**src/vcsl_pkg.sv**
```systemverilog
// Package of the velocity command slew limiter: payload structs, pipeline
// depths, fixed-point constants and the step functions of the root and divider.
// No dependencies.
package vcsl_pkg;

  // Widths of the values.
  localparam int unsigned VAL_W     = 32;
  localparam int unsigned STEP_W    = 31;
  localparam int unsigned CFG_IDX_W = 8;
  localparam int unsigned CFG_DAT_W = 32;
  localparam int unsigned SQ_W      = 64;
  localparam int unsigned T_W       = 33;
  localparam int unsigned PROD_W    = VAL_W + T_W;

  // Register indexes of the configuration port.
  localparam logic [CFG_IDX_W-1:0] REG_LINEAR_STEP  = 8'd0;
  localparam logic [CFG_IDX_W-1:0] REG_ANGULAR_STEP = 8'd1;

  localparam logic [STEP_W-1:0] STEP_RESET = 31'd1048576;

  // Epsilon is 10 LSB, so its square is 100.
  localparam logic [VAL_W-1:0] EPS    = 32'd10;
  localparam logic [SQ_W-1:0]  EPS_SQ = 64'd100;

  // Pipeline depths.
  localparam int unsigned ISQRT_STEPS     = 32;
  localparam int unsigned ISQRT_PER_STAGE = 2;
  localparam int unsigned ISQRT_STAGES    = ISQRT_STEPS / ISQRT_PER_STAGE;
  localparam int unsigned DIV_STEPS       = 32;
  localparam int unsigned DIV_PER_STAGE   = 2;
  localparam int unsigned DIV_STAGES      = DIV_STEPS / DIV_PER_STAGE;
  localparam int unsigned LATENCY         = ISQRT_STAGES + DIV_STAGES + 5;

  typedef struct packed {
    logic signed [VAL_W-1:0] cmd_vx;
    logic signed [VAL_W-1:0] cmd_vy;
    logic signed [VAL_W-1:0] cmd_wz;
    logic signed [VAL_W-1:0] cur_vx;
    logic signed [VAL_W-1:0] cur_vy;
    logic signed [VAL_W-1:0] cur_wz;
  } in_item_t;

  typedef struct packed {
    logic signed [VAL_W-1:0] lim_vx;
    logic signed [VAL_W-1:0] lim_vy;
    logic signed [VAL_W-1:0] lim_wz;
  } out_item_t;

  typedef struct packed {
    logic [SQ_W-1:0] rem;
    logic [SQ_W-1:0] root;
  } sqrt_st_t;

  typedef struct packed {
    logic [VAL_W-1:0] rem;
    logic [VAL_W-1:0] quo;
  } div_st_t;

  // Magnitude of a signed value; the most negative value maps to 2^31.
  function automatic logic [VAL_W-1:0] mag(input logic [VAL_W-1:0] v);
    mag = v[VAL_W-1] ? (~v + 1'b1) : v;
  endfunction

  // One step of the digit-by-digit square root.
  function automatic sqrt_st_t sqrt_step(input sqrt_st_t s, input logic [SQ_W-1:0] b);
    sqrt_st_t o;
    logic [SQ_W-1:0] trial;
    trial = s.root + b;
    if (s.rem >= trial) begin
      o.rem  = s.rem - trial;
      o.root = (s.root >> 1) + b;
    end else begin
      o.rem  = s.rem;
      o.root = s.root >> 1;
    end
    return o;
  endfunction

  // One step of restoring division: the next dividend bit enters from quo.
  function automatic div_st_t div_step(input div_st_t s, input logic [VAL_W-1:0] den);
    div_st_t o;
    logic [VAL_W:0] r2;
    logic ge;
    r2 = {s.rem, s.quo[VAL_W-1]};
    ge = (r2 >= {1'b0, den});
    o.rem = ge ? VAL_W'(r2 - {1'b0, den}) : r2[VAL_W-1:0];
    o.quo = {s.quo[VAL_W-2:0], ge};
    return o;
  endfunction

endpackage

```
**src/vcsl_isqrt_pipe.sv**
```systemverilog
// Pipelined integer square root of a 64-bit radicand, two bits of root per stage.
// Depends on vcsl_pkg.
module vcsl_isqrt_pipe (
  input  logic                      clk_i,
  input  logic                      en_i,
  input  logic [vcsl_pkg::SQ_W-1:0] rad_i,
  output logic [vcsl_pkg::VAL_W-1:0] root_o
);
  import vcsl_pkg::*;

  sqrt_st_t st_q [ISQRT_STAGES];

  for (genvar s = 0; s < ISQRT_STAGES; s++) begin : g_stage
    sqrt_st_t st_in;
    sqrt_st_t st_mid;
    sqrt_st_t st_d;
    localparam int unsigned K0 = s * ISQRT_PER_STAGE;
    localparam logic [SQ_W-1:0] B0 = SQ_W'(64'd1 << (62 - 2 * K0));
    localparam logic [SQ_W-1:0] B1 = SQ_W'(64'd1 << (60 - 2 * K0));

    if (s == 0) begin : g_first
      assign st_in = '{rem: rad_i, root: '0};
    end else begin : g_next
      assign st_in = st_q[s-1];
    end

    assign st_mid = sqrt_step(st_in, B0);
    assign st_d   = sqrt_step(st_mid, B1);

    always_ff @(posedge clk_i) begin
      if (en_i) begin
        st_q[s] <= st_d;
      end
    end
  end

  assign root_o = st_q[ISQRT_STAGES-1].root[VAL_W-1:0];

endmodule

```
**config.mk**
```make
export PLATFORM = sky130hd
export DESIGN_NAME = vcsl_isqrt_pipe
export DESIGN_NICKNAME = d
export VERILOG_FILES = /design/src/vcsl_pkg.sv /design/src/vcsl_isqrt_pipe.sv
export SDC_FILE = /design/constraint.sdc
export NUM_CORES = 2
export LEC_CHECK = 0
export ABC_AREA = 1
export BUFFER_PORTS_ARGS = -buffer_cell sky130_fd_sc_hd__buf_2
export CORE_MARGIN = 3
export CORE_UTILIZATION = 35
export DETAILED_ROUTE_END_ITERATION = 10
export PLACE_DENSITY = 0.48
export SYNTH_ARGS = -nofsm -noshare
export SYNTH_HDL_FRONTEND = slang
export SYNTH_SLANG_ARGS = --single-unit
```
**constraint.sdc**
```tcl
create_clock -name clk_i -period 13.57 [get_ports clk_i]
set_input_delay 0.6785 -clock clk_i [delete_from_list [all_inputs] [get_ports clk_i]]
set_output_delay 0.6785 -clock clk_i [all_outputs]
set_load 0.01 [all_outputs]
```
==> metrics list <==
- Leaving out fill and tap cells, the most frequent cell in the layout is sky130_fd_sc_hd__nand2_1.
* Registers with the most flip-flops: st_q (1232)
* Core region area: around 0.29 sq mm
- For this block, the routed nets add up to ~410000 um of wire.
- Hold-fix buffers, CTS: 57
- Fraction of registers with async set or reset after synthesis: 0%
* Type of the tightest min-delay check: input pin to flop
- Crit-path max FO: 47
- The clock passes through at most 4 buffers.
- The count of nets left with antenna violations once routing finished came out at 0.
- Post-route fraction of the period consumed by the critical path: roughly half
- # fillers: roughly 31000
- Max reg flops: 1232
- In the synthesized netlist, the number of instances is around 15000.
- Routability-driven placement finished with a final weighted congestion of roughly 0.98.
* Post-Synthesis Mean Instance Area: 6.96 sq um
- Summing the areas of all xor and xnor instances in the mapped netlist gives around 4.4% of the synthesized area.
* Cell types occupying the most area after synthesis: sky130_fd_sc_hd__edfxtp_1 36%, sky130_fd_sc_hd__nand2_1 16%, sky130_fd_sc_hd__inv_1 8.4%
- Once layout is complete, the utilization of the core stands at between 30% and 40%.
- Accumulated negative setup slack: 0 ns
* Number of levels the H-tree was split into: 4
- Peak clock frequency supported by timing: 0.149 GHz
- Antenna violations before repair: 14
- For this design the static power due to leakage is 50.4 nW.
- TritonCTS buffer count: ~160
- Number of detailed-routing iterations run before antenna repair: 9
- The area growth from synthesis to layout is 9.98%.
- Across all layers, the routed design uses 97000 vias.
- Wire length of the first global-routing pass: roughly 600000 um
- The sequential cells in the finished layout cover a total of roughly 0.037 sq mm.
- After synthesis, the largest family of logic cells by area is simple AND/OR/NAND/NOR gates.
- Number of setup buffers added after CTS: 0
* Share of layout cells above drive strength 1: 4.47%
- In the global route stage, overall resource usage came out at between 20% and 30%.
- After Yosys synthesis, and, or, nand and nor cells account for between 30% and 40% of the synthesized area.
- Clock-pin slew was measured on the worst setup and hold paths at 0.06 ns.
- Master of the slowest instance on the critical path: sky130_fd_sc_hd__inv_2
- Counting flops and latches in the post-synthesis netlist gives about 1200.
- Violation count after the first detailed-route iteration: 9178
* Average wire per cell in the routed design: 21.8 um
- Top-area cell type share of the netlist area: between 30% and 40%
- After detailed routing, the number of remaining DRC violations is 0.
- Kind of critical path: flop to flop
* Pwr/cell area: about 190 mW/mm^2
- Clock tree from TritonCTS: yes
- Yosys warns: 0
- Measured against the total synthesized area, the mux share comes to 0%.
* Final setup violation count: 0
- The die covers roughly 0.3 sq mm.
* Worst Max-Slew Pin Slew: between 1 and 1.5 ns
- Crit path cell chain: inv_1, ha_1, nand2_1, nor2_2, nand2_1, inv_2, nand4_1, nor2_1, nor2_1, nand2_2, clkinv_1, buf_4, o21ai_0, ha_1, a21oi_1, inv_1, a31oi_1, o21ai_0, inv_1, nand2_1, a21oi_1, nand2_1, inv_2, o21ai_0
- The largest single stage delay on the critical path is about 0.95 ns.
* Count of input and output buffers: 97
* Standard cell area after detailed placement: approximately 0.11 sq mm
- Headroom to the max-slew limit came out at roughly 22%.
* Endpoint required time on the critical path: between 10 and 15 ns
- CP Launch Type: flop
* Hold_ws: 0.0686 ns
- In this run the horizontal extent of the chip is around 550 um.
- After synthesis, the netlist uses 67 different library cells.
- Data on the critical path arrives at its endpoint at 7.26 ns.
- Tmin final: between 6 and 7 ns
- Commonest cells after routing, fill and taps aside: 4382 x sky130_fd_sc_hd__nand2_1, 2291 x sky130_fd_sc_hd__inv_1, 1839 x sky130_fd_sc_hd__nor2_1
- The tree built by TritonCTS fans out to about 1200 sinks.
- Top FF cell, synth: sky130_fd_sc_hd__edfxtp_1
* HPWL after detailed placement: ~340000 um
* Total global routing overflow: 0
* Maximum Capacitance Violations: 0
* Adder and majority gate portion of the synthesized area: between 7 and 8%
- Post-synth net total: roughly 15000
- Most repeated library cell on the critical path: sky130_fd_sc_hd__nand2_1
- Initial Util: 35.3%
* Fraction of the mapped netlist area in compound gates: about 9%
* Synthesized area: 0.102 sq mm
- Row cnt: between 150 and 200
- In this run the vertical extent of the chip is ~550 um.
- The number of global-route vias before repair was 91400.
* Via count normalized by instance count: roughly 5
- The flow ran to the end, and the final reports show no timing, DRC or antenna violations.
* Multi-input combinational cell area: approximately 0.055 sq mm
- 98 I/O pins were placed.
* Layout Nets: 15500
- After layout, the design draws a total of around 0.021 W.
- The synthesized design contains about 1200 enable-type register cells.
- Final Hold Violating Endpoints: 0
- VDD sags by at most 0.115 mV.
- Category of cells accounting for the largest share of critical-path delay: simple AND/OR/NAND/NOR gates
- The tree is rooted in a sky130_fd_sc_hd__clkbuf_16.
- The finished cells cover 0.112 sq mm.
* Register ranked first by flip-flop count: st_q
- Final number of max-transition violations: 0
* Clock skew: slightly below 0.08 ns
* Clk Latency, worst-skew pair: 0.86 ns
* WP buf/inv: 7
- Entering global routing, the biggest net connects roughly 160 pins.
- The largest total area in the synthesized netlist belongs to sky130_fd_sc_hd__edfxtp_1.
- The worst setup path is captured at a flop.
* Portion of the post-synthesis area used by sequential elements: between 30% and 40%
* Setup repair after global routing missed its margin: no
- The number of gates resized after CTS was 0.
==> synthesized netlist by cell type, drive strengths merged, types with 3 or more instances <==
cell	count
nand2	4443
inv	2351
nor2	1898
edfxtp	1232
nand3	1088
o21ai	722
a21oi	721
ha	573
nand4	298
xnor2	276
xor2	239
nor3	194
buf	95
nor4	90
a31oi	82
clkbuf	52
o21a	47
o21bai	43
nand3b	37
a21o	30
o211ai	25
or2	23
and2	17
and3	17
a21boi	14
nor3b	12
a211oi	8
o2111ai	6
a31o	5
clkinv	5
o31ai	5
or3	4
o221ai	3
==> cell families (layout without fill, tap and decap cells) <==
family | Yosys count | in the layout
xor+xnor | 515 | 515
compound gates | 1716 | 1716
simple gates | 8125 | 8125
flops | 1232 | 1232
fa+ha+maj | 573 | 573
buf+inv | 2503 | 2822
other cells | 0 | 2
==> layer usage <==
metal	routed length [um]	track usage, %	part of all wire [%]	vias up
met1	184000	35.5	45	45500
li1	-	-	-	48200
met5	25	0	0.0061	-
met2	191000	44.3	47	2776
met3	22100	3.10	5.4	540
met4	13500	7.81	3.3	4
==> worst paths after layout <==
check               startpoint      endpoint  slack (ns)  cells past startpoint
setup / recovery  st_q[4][171]  st_q[5][102]        6.86                     24
hold / removal       rad_i[10]   st_q[0][74]        0.07                      1
setup reg to reg  st_q[4][171]  st_q[5][102]        6.86                     24
hold reg to reg   st_q[0][202]   st_q[1][74]        0.42                      0
==> stage by stage <==
stage / setup slack (ns) / instances
global placement: 7.02 / 18500
detailed placement: 6.93 / 18500
global route: 6.26 / 18900
floorplan: 9.17 / 14700
finish: 6.86 / 18900
CTS: 6.89 / 18900
==> cell type report <==
type / instances / share of cell area [%]
multi-input cells: 10900 / 49.2
flip-flops and latches: 1232 / 33.0
inverters: 2356 / 7.88
well taps: 3880 / 4.32
clock buffers: 183 / 3.66
repair buffers: 187 / 1.20
clock inverters: 96 / 0.772
diodes: 2 / 0.00446
==> where the power goes <==
group	total (W)	internal (W)	leakage [nW]	switching, W
combinational	0.0114	0.00343	36.2	0.00798
clock	0.00415	0.00240	2.41	0.00175
sequential	0.00586	0.00516	11.8	0.000702
total	0.0214	0.0110	50.4	0.0104
Power figures use the tool's default switching activity.
